File: src/hw/rtl/mdfs_pkg.sv
`timescale 1ns / 1ps
// Package for the marker delimited frame splitter: sizes, types, register
// indexes and the mark compare helpers. Depends on nothing.

package mdfs_pkg;

   localparam int MAX_MARK_BYTES = 8;
   localparam int LENGTH_BITS    = 16;
   localparam int HOLD_DEPTH     = MAX_MARK_BYTES + 1;
   localparam int MARK_BITS      = 8 * MAX_MARK_BYTES;
   localparam int FILL_BITS      = $clog2(HOLD_DEPTH + 1);

   localparam int REG_INDEX_BITS = 3;
   localparam int CSR_ADDR_BITS  = REG_INDEX_BITS + 3;
   localparam int CSR_DATA_BITS  = 64;

   typedef logic [7:0]                byte_type;
   typedef logic [MARK_BITS-1:0]      mark_type;
   typedef logic [FILL_BITS-1:0]      fill_type;
   typedef logic [LENGTH_BITS-1:0]    count_type;
   typedef logic [REG_INDEX_BITS-1:0] reg_index_type;

   localparam reg_index_type REG_BEGIN_MARK        = 3'd0;
   localparam reg_index_type REG_BEGIN_MARK_LENGTH = 3'd1;
   localparam reg_index_type REG_END_MARK          = 3'd2;
   localparam reg_index_type REG_END_MARK_LENGTH   = 3'd3;
   localparam reg_index_type REG_END_MARK_MODE     = 3'd4;
   localparam reg_index_type REG_FRAME_LENGTH      = 3'd5;
   localparam reg_index_type REG_KEEP_MARKS        = 3'd6;

   // A length of zero counts as one byte, anything beyond the window as all of it.
   function automatic fill_type mark_len(logic [3:0] raw);
      if (raw == 4'd0) begin
         return fill_type'(1);
      end else if (int'(raw) > MAX_MARK_BYTES) begin
         return fill_type'(MAX_MARK_BYTES);
      end else begin
         return fill_type'(raw);
      end
   endfunction

   // The newest len bytes of the window, oldest of them in the lowest lane.
   function automatic mark_type tail_bytes(mark_type win, fill_type len);
      int drop;
      drop = 8 * (MAX_MARK_BYTES - int'(len));
      return win >> drop;
   endfunction

   function automatic logic tail_match(mark_type win, fill_type fill, mark_type mark,
                                       fill_type len);
      int       drop;
      mark_type mask;
      drop = 8 * (MAX_MARK_BYTES - int'(len));
      mask = {MARK_BITS{1'b1}} >> drop;
      return (fill >= len) && ((win >> drop) == (mark & mask));
   endfunction

endpackage

File: src/hw/rtl/mdfs_stream_if.sv
`timescale 1ns / 1ps
// Valid/ready channel interfaces for the frame splitter: the received byte
// stream and the frame word stream. Depends on mdfs_pkg.

interface mdfs_req_if;
   logic               valid;
   logic               ready;
   mdfs_pkg::byte_type data_byte;

   modport source (output valid, output data_byte, input ready);
   modport sink   (input valid, input data_byte, output ready);
endinterface

interface mdfs_rsp_if;
   logic               valid;
   logic               ready;
   mdfs_pkg::byte_type frame_byte;
   logic               frame_first;
   logic               frame_last;

   modport source (output valid, output frame_byte, output frame_first, output frame_last,
                   input ready);
   modport sink   (input valid, input frame_byte, input frame_first, input frame_last,
                   output ready);
endinterface

File: src/hw/rtl/marker_delimited_frame_splitter_top.sv
`timescale 1ns / 1ps
// Top level of the marker delimited frame splitter: register port, framing
// logic and output word buffer. Depends on mdfs_pkg and mdfs_stream_if.
//
// The splitter takes one received byte per cycle into an input register while
// the output buffer has room and works on it there; each word passes the
// input register, then the output buffer. A byte releases between none and
// nine frame words, loaded together into a nine-entry output buffer that
// hands out one word per cycle while the receiver is ready; the next byte is
// taken in the cycle the buffer gives out its final word (or at once when it
// is empty). Bytes that release at most one word thus flow at one per cycle
// while the receiver is ready; a byte that releases more holds the input
// until the buffer has given them all out. Frames may be kept with or without
// their marks; the last byte of a frame is held back until the close is known
// so that it carries frame_last. Registers sit at byte address 8 * index on a
// 64-bit port and should only be written while no words are outstanding.

module marker_delimited_frame_splitter_top (
   input  logic                                clock,
   input  logic                                reset,
   mdfs_req_if.sink                            req_bus,
   mdfs_rsp_if.source                          rsp_bus,
   input  logic                                csr_psel,
   input  logic                                csr_penable,
   input  logic                                csr_pwrite,
   input  logic [mdfs_pkg::CSR_ADDR_BITS-1:0]  csr_paddr,
   input  logic [mdfs_pkg::CSR_DATA_BITS-1:0]  csr_pwdata,
   output logic [mdfs_pkg::CSR_DATA_BITS-1:0]  csr_prdata,
   output logic                                csr_pready
);

   // Configuration registers
   mdfs_pkg::mark_type      begin_mark_ff;
   logic [3:0]              begin_len_ff;
   mdfs_pkg::mark_type      end_mark_ff;
   logic [3:0]              end_len_ff;
   logic                    end_mode_ff;
   logic [15:0]             frame_len_ff;
   logic                    keep_ff;

   logic                    csr_write;
   mdfs_pkg::reg_index_type csr_index;

   // Input register
   logic                    in_valid_ff;
   mdfs_pkg::byte_type      in_byte_ff;

   // Framing state
   mdfs_pkg::mark_type      win_ff;
   mdfs_pkg::mark_type      win_in;
   mdfs_pkg::fill_type      win_fill_ff;
   mdfs_pkg::fill_type      win_fill_in;
   logic                    inside_ff;
   logic                    inside_in;
   mdfs_pkg::byte_type      hold_ff [mdfs_pkg::HOLD_DEPTH];
   mdfs_pkg::byte_type      hold_in [mdfs_pkg::HOLD_DEPTH];
   mdfs_pkg::fill_type      hold_fill_ff;
   mdfs_pkg::fill_type      hold_fill_in;
   mdfs_pkg::count_type     count_ff;
   mdfs_pkg::count_type     count_in;
   logic                    first_pend_ff;
   logic                    first_pend_in;

   // Working values of the current byte
   mdfs_pkg::byte_type      hold_mid [mdfs_pkg::HOLD_DEPTH];
   mdfs_pkg::fill_type      n_emit;
   logic                    fp_mid;
   logic                    last_emit;

   // Output word buffer
   mdfs_pkg::byte_type      bat_ff [mdfs_pkg::HOLD_DEPTH];
   mdfs_pkg::byte_type      bat_in [mdfs_pkg::HOLD_DEPTH];
   mdfs_pkg::fill_type      bat_cnt_ff;
   mdfs_pkg::fill_type      bat_cnt_in;
   logic                    bat_first_ff;
   logic                    bat_first_in;
   logic                    bat_last_ff;
   logic                    bat_last_in;

   logic                    bat_free;
   logic                    process;
   logic                    pop;

   // ------------------------------------------------------------------
   // Register port
   // ------------------------------------------------------------------
   assign csr_pready = 1'b1;
   assign csr_write  = csr_psel && csr_penable && csr_pwrite;
   assign csr_index  = csr_paddr[mdfs_pkg::CSR_ADDR_BITS-1 -: mdfs_pkg::REG_INDEX_BITS];

   always_ff @(posedge clock) begin
      if (reset) begin
         begin_mark_ff <= '0;
         begin_len_ff  <= 4'd1;
         end_mark_ff   <= '0;
         end_len_ff    <= 4'd1;
         end_mode_ff   <= 1'b1;
         frame_len_ff  <= '0;
         keep_ff       <= 1'b0;
      end else if (csr_write) begin
         unique case (csr_index)
            mdfs_pkg::REG_BEGIN_MARK:        begin_mark_ff <= csr_pwdata;
            mdfs_pkg::REG_BEGIN_MARK_LENGTH: begin_len_ff  <= csr_pwdata[3:0];
            mdfs_pkg::REG_END_MARK:          end_mark_ff   <= csr_pwdata;
            mdfs_pkg::REG_END_MARK_LENGTH:   end_len_ff    <= csr_pwdata[3:0];
            mdfs_pkg::REG_END_MARK_MODE:     end_mode_ff   <= csr_pwdata[0];
            mdfs_pkg::REG_FRAME_LENGTH:      frame_len_ff  <= csr_pwdata[15:0];
            mdfs_pkg::REG_KEEP_MARKS:        keep_ff       <= csr_pwdata[0];
            default: begin
            end
         endcase
      end
   end

   always_comb begin
      unique case (csr_index)
         mdfs_pkg::REG_BEGIN_MARK:        csr_prdata = begin_mark_ff;
         mdfs_pkg::REG_BEGIN_MARK_LENGTH: csr_prdata = mdfs_pkg::CSR_DATA_BITS'(begin_len_ff);
         mdfs_pkg::REG_END_MARK:          csr_prdata = end_mark_ff;
         mdfs_pkg::REG_END_MARK_LENGTH:   csr_prdata = mdfs_pkg::CSR_DATA_BITS'(end_len_ff);
         mdfs_pkg::REG_END_MARK_MODE:     csr_prdata = mdfs_pkg::CSR_DATA_BITS'(end_mode_ff);
         mdfs_pkg::REG_FRAME_LENGTH:      csr_prdata = mdfs_pkg::CSR_DATA_BITS'(frame_len_ff);
         mdfs_pkg::REG_KEEP_MARKS:        csr_prdata = mdfs_pkg::CSR_DATA_BITS'(keep_ff);
         default:                         csr_prdata = '0;
      endcase
   end

   // ------------------------------------------------------------------
   // Handshake: the input register empties when its byte is processed,
   // which needs room in the word buffer for whatever it releases.
   // ------------------------------------------------------------------
   assign pop      = rsp_bus.valid && rsp_bus.ready;
   assign bat_free = (bat_cnt_ff == '0) ||
                     (rsp_bus.ready && bat_cnt_ff == mdfs_pkg::fill_type'(1));
   assign process  = in_valid_ff && bat_free;
   assign req_bus.ready = !in_valid_ff || process;

   always_ff @(posedge clock) begin
      if (reset) begin
         in_valid_ff <= 1'b0;
      end else if (req_bus.ready) begin
         in_valid_ff <= req_bus.valid;
      end
   end

   always_ff @(posedge clock) begin
      if (req_bus.valid && req_bus.ready) begin
         in_byte_ff <= req_bus.data_byte;
      end
   end

   // ------------------------------------------------------------------
   // Framing logic for the byte in the input register
   // ------------------------------------------------------------------
   always_comb begin
      mdfs_pkg::fill_type  blen;
      mdfs_pkg::fill_type  elen;
      mdfs_pkg::fill_type  wf_step;
      mdfs_pkg::fill_type  fill_mid;
      mdfs_pkg::count_type count_mid;
      mdfs_pkg::count_type flen;
      mdfs_pkg::count_type excess;
      mdfs_pkg::mark_type  mark_bytes;
      logic                begin_hit;
      logic                end_hit;
      logic                opened;
      logic                active;
      logic                frame_close;
      logic                reopen;
      logic [mdfs_pkg::FILL_BITS:0] src;

      blen = mdfs_pkg::mark_len(begin_len_ff);
      elen = mdfs_pkg::mark_len(end_len_ff);
      flen = mdfs_pkg::count_type'(frame_len_ff);

      win_in  = {in_byte_ff, win_ff[mdfs_pkg::MARK_BITS-1:8]};
      wf_step = (win_fill_ff < mdfs_pkg::fill_type'(mdfs_pkg::MAX_MARK_BYTES)) ?
                win_fill_ff + 1'b1 : win_fill_ff;

      begin_hit  = mdfs_pkg::tail_match(win_in, wf_step, begin_mark_ff, blen);
      end_hit    = mdfs_pkg::tail_match(win_in, wf_step, end_mark_ff, elen);
      mark_bytes = mdfs_pkg::tail_bytes(win_in, blen);
      opened     = !inside_ff && begin_hit;
      active     = inside_ff || begin_hit;

      // First the byte joins the frame (or a frame opens with it).
      hold_mid  = hold_ff;
      fill_mid  = hold_fill_ff;
      count_mid = count_ff;
      fp_mid    = first_pend_ff;
      if (opened) begin
         for (int i = 0; i < mdfs_pkg::MAX_MARK_BYTES; i++) begin
            hold_mid[i] = mark_bytes[8*i +: 8];
         end
         fill_mid  = keep_ff ? blen : '0;
         count_mid = keep_ff ? mdfs_pkg::count_type'(blen) : '0;
         fp_mid    = 1'b1;
      end else if (inside_ff) begin
         if (hold_fill_ff >= mdfs_pkg::fill_type'(mdfs_pkg::HOLD_DEPTH)) begin
            for (int i = 0; i < mdfs_pkg::HOLD_DEPTH - 1; i++) begin
               hold_mid[i] = hold_ff[i+1];
            end
            hold_mid[mdfs_pkg::HOLD_DEPTH-1] = in_byte_ff;
            fill_mid = mdfs_pkg::fill_type'(mdfs_pkg::HOLD_DEPTH);
         end else begin
            for (int i = 0; i < mdfs_pkg::HOLD_DEPTH; i++) begin
               if (mdfs_pkg::fill_type'(i) == hold_fill_ff) begin
                  hold_mid[i] = in_byte_ff;
               end
            end
            fill_mid = hold_fill_ff + 1'b1;
         end
         count_mid = (count_ff == '1) ? count_ff : count_ff + 1'b1;
      end

      // Then decide how many held bytes leave and whether the frame closes.
      frame_close = 1'b0;
      reopen      = 1'b0;
      n_emit      = '0;
      win_fill_in = opened ? '0 : wf_step;
      excess      = count_mid - flen;
      if (active) begin
         if (end_mode_ff) begin
            // Without kept marks the tail that may turn out to be the end
            // mark stays back.
            n_emit = keep_ff ? fill_mid : ((fill_mid > elen) ? fill_mid - elen : '0);
            if (!opened && end_hit) begin
               frame_close = 1'b1;
               win_fill_in = '0;
            end
         end else if (flen != '0) begin
            if (count_mid >= flen) begin
               frame_close = 1'b1;
               if (mdfs_pkg::count_type'(fill_mid) > excess) begin
                  n_emit = fill_mid - mdfs_pkg::fill_type'(excess);
               end else begin
                  n_emit = (fill_mid != '0) ? mdfs_pkg::fill_type'(1) : '0;
               end
               // Bytes beyond the length go back to the mark search.
               win_fill_in = fill_mid - n_emit;
            end else begin
               n_emit = fill_mid;
            end
         end else begin
            n_emit = (fill_mid > blen) ? fill_mid - blen : '0;
            if (!opened && begin_hit) begin
               frame_close = 1'b1;
               reopen      = 1'b1;
               win_fill_in = '0;
            end
         end
      end
      last_emit = frame_close && (n_emit != '0);

      // The bytes that leave are the front of the hold-back line.
      for (int i = 0; i < mdfs_pkg::HOLD_DEPTH; i++) begin
         src = (mdfs_pkg::FILL_BITS+1)'(i) + {1'b0, n_emit};
         if (src < (mdfs_pkg::FILL_BITS+1)'(mdfs_pkg::HOLD_DEPTH)) begin
            hold_in[i] = hold_mid[src[mdfs_pkg::FILL_BITS-1:0]];
         end else begin
            hold_in[i] = hold_mid[i];
         end
      end
      hold_fill_in  = fill_mid - n_emit;
      first_pend_in = fp_mid && (n_emit == '0);
      inside_in     = inside_ff || opened;
      count_in      = count_mid;

      if (frame_close) begin
         inside_in     = 1'b0;
         hold_fill_in  = '0;
         first_pend_in = 1'b0;
         count_in      = '0;
      end
      // A begin mark that closes a frame also opens the next one.
      if (reopen) begin
         for (int i = 0; i < mdfs_pkg::MAX_MARK_BYTES; i++) begin
            hold_in[i] = mark_bytes[8*i +: 8];
         end
         inside_in     = 1'b1;
         first_pend_in = 1'b1;
         hold_fill_in  = keep_ff ? blen : '0;
         count_in      = keep_ff ? mdfs_pkg::count_type'(blen) : '0;
      end
   end

   always_ff @(posedge clock) begin
      if (reset) begin
         win_ff        <= '0;
         win_fill_ff   <= '0;
         inside_ff     <= 1'b0;
         hold_fill_ff  <= '0;
         count_ff      <= '0;
         first_pend_ff <= 1'b0;
      end else if (process) begin
         win_ff        <= win_in;
         win_fill_ff   <= win_fill_in;
         inside_ff     <= inside_in;
         hold_fill_ff  <= hold_fill_in;
         count_ff      <= count_in;
         first_pend_ff <= first_pend_in;
      end
   end

   always_ff @(posedge clock) begin
      if (process) begin
         hold_ff <= hold_in;
      end
   end

   // ------------------------------------------------------------------
   // Output word buffer: loaded with every word a byte releases, then
   // shifted down one word per accepted output.
   // ------------------------------------------------------------------
   always_comb begin
      bat_in       = bat_ff;
      bat_cnt_in   = bat_cnt_ff;
      bat_first_in = bat_first_ff;
      bat_last_in  = bat_last_ff;
      if (process && n_emit != '0) begin
         bat_in       = hold_mid;
         bat_cnt_in   = n_emit;
         bat_first_in = fp_mid;
         bat_last_in  = last_emit;
      end else if (pop) begin
         for (int i = 0; i < mdfs_pkg::HOLD_DEPTH - 1; i++) begin
            bat_in[i] = bat_ff[i+1];
         end
         bat_cnt_in   = bat_cnt_ff - 1'b1;
         bat_first_in = 1'b0;
      end
   end

   always_ff @(posedge clock) begin
      if (reset) begin
         bat_cnt_ff   <= '0;
         bat_first_ff <= 1'b0;
         bat_last_ff  <= 1'b0;
      end else begin
         bat_cnt_ff   <= bat_cnt_in;
         bat_first_ff <= bat_first_in;
         bat_last_ff  <= bat_last_in;
      end
   end

   always_ff @(posedge clock) begin
      bat_ff <= bat_in;
   end

   assign rsp_bus.valid       = (bat_cnt_ff != '0);
   assign rsp_bus.frame_byte  = bat_ff[0];
   assign rsp_bus.frame_first = bat_first_ff;
   assign rsp_bus.frame_last  = bat_last_ff && (bat_cnt_ff == mdfs_pkg::fill_type'(1));

endmodule

File: src/flat_wrapper.sv
// flat-port wrapper written by rule: the top's interface ports become plain ports
module marker_delimited_frame_splitter_top_flat 
  (clock, reset, csr_psel, csr_penable, csr_pwrite, csr_paddr, csr_pwdata, csr_prdata, csr_pready, req_bus_valid, req_bus_data_byte, req_bus_ready, rsp_bus_valid, rsp_bus_frame_byte, rsp_bus_frame_first, rsp_bus_frame_last, rsp_bus_ready);
  mdfs_req_if req_bus_i ();
  mdfs_rsp_if rsp_bus_i ();
  input  logic clock;
  input  logic reset;
  input  logic csr_psel;
  input  logic csr_penable;
  input  logic csr_pwrite;
  input  logic [mdfs_pkg::CSR_ADDR_BITS-1:0] csr_paddr;
  input  logic [mdfs_pkg::CSR_DATA_BITS-1:0] csr_pwdata;
  output logic [mdfs_pkg::CSR_DATA_BITS-1:0] csr_prdata;
  output logic csr_pready;
  input wire logic [$bits(req_bus_i.valid)-1:0] req_bus_valid;
  input wire logic [$bits(req_bus_i.data_byte)-1:0] req_bus_data_byte;
  output wire logic [$bits(req_bus_i.ready)-1:0] req_bus_ready;
  output wire logic [$bits(rsp_bus_i.valid)-1:0] rsp_bus_valid;
  output wire logic [$bits(rsp_bus_i.frame_byte)-1:0] rsp_bus_frame_byte;
  output wire logic [$bits(rsp_bus_i.frame_first)-1:0] rsp_bus_frame_first;
  output wire logic [$bits(rsp_bus_i.frame_last)-1:0] rsp_bus_frame_last;
  input wire logic [$bits(rsp_bus_i.ready)-1:0] rsp_bus_ready;
  assign req_bus_i.valid = req_bus_valid;
  assign req_bus_i.data_byte = req_bus_data_byte;
  assign req_bus_ready = req_bus_i.ready;
  assign rsp_bus_valid = rsp_bus_i.valid;
  assign rsp_bus_frame_byte = rsp_bus_i.frame_byte;
  assign rsp_bus_frame_first = rsp_bus_i.frame_first;
  assign rsp_bus_frame_last = rsp_bus_i.frame_last;
  assign rsp_bus_i.ready = rsp_bus_ready;
  marker_delimited_frame_splitter_top u_core (.clock(clock), .reset(reset), .req_bus(req_bus_i), .rsp_bus(rsp_bus_i), .csr_psel(csr_psel), .csr_penable(csr_penable), .csr_pwrite(csr_pwrite), .csr_paddr(csr_paddr), .csr_pwdata(csr_pwdata), .csr_prdata(csr_prdata), .csr_pready(csr_pready));
endmodule
File: config.mk
export PLATFORM = sky130hd
export DESIGN_NAME = marker_delimited_frame_splitter_top_flat
export DESIGN_NICKNAME = d
export VERILOG_FILES = /design/src/hw/rtl/mdfs_pkg.sv /design/src/hw/rtl/mdfs_stream_if.sv /design/src/hw/rtl/marker_delimited_frame_splitter_top.sv /design/src/flat_wrapper.sv
export SDC_FILE = /design/constraint.sdc
export NUM_CORES = 2
export LEC_CHECK = 0
export BUFFER_PORTS_ARGS = -buffer_cell sky130_fd_sc_hd__buf_4
export CAP_MARGIN = 20
export CORE_MARGIN = 10
export CORE_UTILIZATION = 37
export DETAILED_ROUTE_END_ITERATION = 10
export PLACE_DENSITY = 0.52
export SETUP_SLACK_MARGIN = 0.02
export SYNTH_ARGS = -nofsm -noshare
export SYNTH_HDL_FRONTEND = slang
export SYNTH_SLANG_ARGS = --single-unit
File: constraint.sdc
create_clock -name clock -period 13.9 [get_ports clock]
set_input_delay 0 -clock clock [delete_from_list [all_inputs] [get_ports clock]]
set_output_delay 0 -clock clock [all_outputs]
set_load 0.02 [all_outputs]
==> summary.md <==
| Metric | Value |
|---|---|
| Drt wl/cell | `28.1 um` |
| Fmax | `about 0.083 GHz` |
| Setup Fix Bufs, Post-CTS | `0` |
| Ports | `162` |
| Core ar. | `roughly 86000 sq um` |
| Initial Utilization | `0.374` |
| VDD IR max | `109 uV` |
| Outcome | `completed` |
| Largest net degree at the start of global routing | `about 130` |
| RSZ-0062 raised after global routing | `no` |
| ANT cells | `0` |
| Area contributors post-synth | `dfxtp_1 (15%), edfxtp_1 (14%), nand2_1 (9.6%)` |
| GP Congestion | `0.990` |
| Initial DRC count | `about 3700` |
| CP Class | `flip-flop to flip-flop` |
| Share of post-route cells with drive strength above 1 | `0.136` |
| CP Launch Type | `flip-flop` |
| Hold crit path type | `primary input to flip-flop` |
| Die area | `just under 100000 sq um` |
| First-pass GRT wire length | `218000 um` |
| Clk sinks | `395` |
| Most instantiated cells after synthesis | `nand2_1 (816), a21oi_1 (426), clkbuf_1 (243), dfxtp_1 (243), o21ai_0 (224)` |
| LEAKAGE | `between 0.01 and 0.015 uW` |
| FF/Latch Area | `9430 sq um` |
| Pwr Total | `4380 uW` |
| H-tree levels | `2` |
| Synthesized Nets | `around 4200` |
| Routed wire length | `roughly 150000 um` |
| Cell Count, Final, Fillers Out | `~5400` |
| Distinct cells, synth | `about 120` |
| DRC viols | `0` |
| Syn avg cell area | `~7.8 sq um` |
| Critical hold path startpoint | `csr_penable` |
| CTS Buf Count | `50` |
| Ys async rst share | `0` |
| Syn. warnings | `0` |
| Vias in the first global route | `~31000` |
| CP arrival | `roughly 12 ns` |
| Mapped Cells | `4080` |
| Slew Limit Fails | `0` |
| Root Driver | `clkbuf_16` |
| Die X | `roughly 310 um` |
| TritonRoute pass-1 iters | `7` |
| Post-synthesis sequential area ratio | `0.295` |
| Total Routing Usage GR | `0.289` |
| Yosys top cell by area | `dfxtp_1` |
| Fillers | `8737` |
| Crit path launch | `u_core.begin_len_ff[0]` |
| Worst-path clk slew | `~0.060 ns` |
| HPWL Detailed | `109000 um` |
| Total gr overflow | `0` |
| Vias per inst | `6.28` |
| Layout Skew | `a little under 0.05 ns` |
| Dpl cells | `5179` |
| Worst Path Required | `14.21 ns` |
| Share of the synthesized area in the top cell type | `0.152` |
| Slowest cell on crit path | `nor4_4` |
| Max Cap Violations | `0` |
| Fin crit share | `0.863` |
| Crit path largest cell delay | `around 0.75 ns` |
| Final Setup Violations | `0` |
| Power Density | `119 nW/um^2` |
| Min Tclk post-route | `~12 ns` |
| Number of synthesized flops with an enable pin | `152` |
| Worst-skew pair later-pin latency | `0.64 ns` |
| Die outline height | `between 300 and 400 um` |
| Worst Max-Slew Pin Slew | `1.26 ns` |
| Clk buf depth | `3` |
| Mapped Area | `about 32000 sq um` |
| Final nets | `about 4300` |
| Multi-input gate area | `approximately 21000 sq um` |
| Setup TNS | `0 ns` |
| ANT nets after route | `0` |
| Layout overhead on the synthesized area | `15.2%` |
| Most used DFF post-synth | `dfxtp_1` |
| R2r setup slk | `approximately 1.9 ns` |
| Setup crit end kind | `flip-flop` |
| CTS tree | `done` |
| Final hold viol count | `0` |
| Total number of vias | `33600` |
| Worst R2R Start | `u_core.begin_len_ff[0]` |
| Core Rows | `around 110` |
| Critical-path maximum fanout | `27` |
| Most frequent cell after synthesis | `nand2_1` |
| Initial antenna violation count | `0` |
| #FFs+latches synth | `about 400` |
| Port buffer count | `between 150 and 200` |
| Worst slew margin | `0.159` |
[final cells by class]
type | count | area share
Multi-Input combinational cell | 3234 | 0.563
Sequential cell | 395 | 0.256
Timing Repair Buffer | 384 | 0.0865
Tap cell | 1144 | 0.0388
Clock buffer | 63 | 0.0375
Inverter | 102 | 0.0106
Clock inverter | 28 | 0.00716
[kinds of logic (layout without fill, tap and decap cells)]
kind of cell,after synthesis,in the layout,share of synthesized area
other,1,1,0.000117
adders and majority gates,69,69,0.0284
muxes,320,320,0.120
buffers and inverters,451,577,0.0608
xor gates and xnor gates,104,104,0.0289
and+or+nand+nor,1417,1417,0.195
AOI/OAI and AO/OA,1323,1323,0.273
DFF,395,395,0.295
[layout by cell type (no fill, tap or decap), types with 63 or more instances in the layout]
cell	instances
a21oi_1	426
a22o_1	63
buf_4	296
dfxtp_1	241
dlygate4sd3_1	79
edfxtp_1	152
inv_1	93
mux2i_1	220
nand2_1	810
nand3_1	98
nor2_1	217
nor3_1	67
o21ai_0	224
[power by group]
| part | internal, uW | total [uW] | switching (uW) | leakage, uW |
|---|---|---|---|---|
| sequential | 1400 | 1500 | 101 | 0.00337 |
| clock | 763 | 1340 | 576 | 0.000810 |
| combinational | 549 | 1530 | 985 | 0.00957 |
[worst paths after layout]
kind                                            endpoint  depth (start not counted)
worst max-delay path                  u_core.hold_ff[63]                         34
worst min-delay path            u_core.begin_mark_ff[13]                          5
worst min register to register   u_core.begin_mark_ff[7]                          2
worst max register to register        u_core.hold_ff[63]                         34
[flip-flops by register name, summed over array words and instances, names as in the netlist, 4 cells and up]
name                       flops
u_core.begin_mark_ff          64
u_core.bat_cnt_ff              4
u_core.rsp_bus.frame_byte      8
u_core.in_byte_ff              8
u_core.end_len_ff              4
u_core.begin_len_ff            4
u_core.win_ff                 56
u_core.win_fill_ff             4
u_core.end_mark_ff            64
u_core.bat_ff                 64
u_core.hold_fill_ff            4
u_core.frame_len_ff           16
u_core.hold_ff                72
u_core.count_ff               16
[routing by layer]
metal	track usage	routed length, um	up-vias
li1	-	-	15200
met1	0.381	62500	16200
met2	0.445	65200	1801
met3	0.0555	13500	399
met4	0.151	8990	0
met5	0	0	-
[worst max-delay path, delay by kind of cell (launching register included)]
kind	cells	cell delay (ns)
buf+inv	4	1.01
mux	2	0.70
compound gates	13	4.12
simple gates	11	3.39
fa+ha+maj	3	1.61
flops	1	0.59
xor+xnor	1	0.18
[per-stage QoR]
| step | hold slack, ns | instance area, sq um | setup slack, ns | utilization |
|---|---|---|---|---|
| final | 0.0704 | 36900 | 1.91 | 0.431 |
| after global routing | 0.0996 | 36900 | 1.35 | 0.431 |
| after CTS | 0.0422 | 36800 | 2.20 | 0.431 |
| after detailed placement | 0.180 | 34400 | 2.27 | 0.402 |
| after global placement | 0.179 | 34400 | 2.19 | 0.402 |
| after floorplan | 0.0989 | 32000 | 2.15 | - |
[what timing repair did]
| item | CTS | global route |
|---|---|---|
| endpoints found under the hold margin | 184 | 0 |
| hold buffers | 79 | 0 |
| resized for setup | 0 | 0 |
| setup endpoints to repair | 0 | 0 |
(Power assumes the default switching activity.)
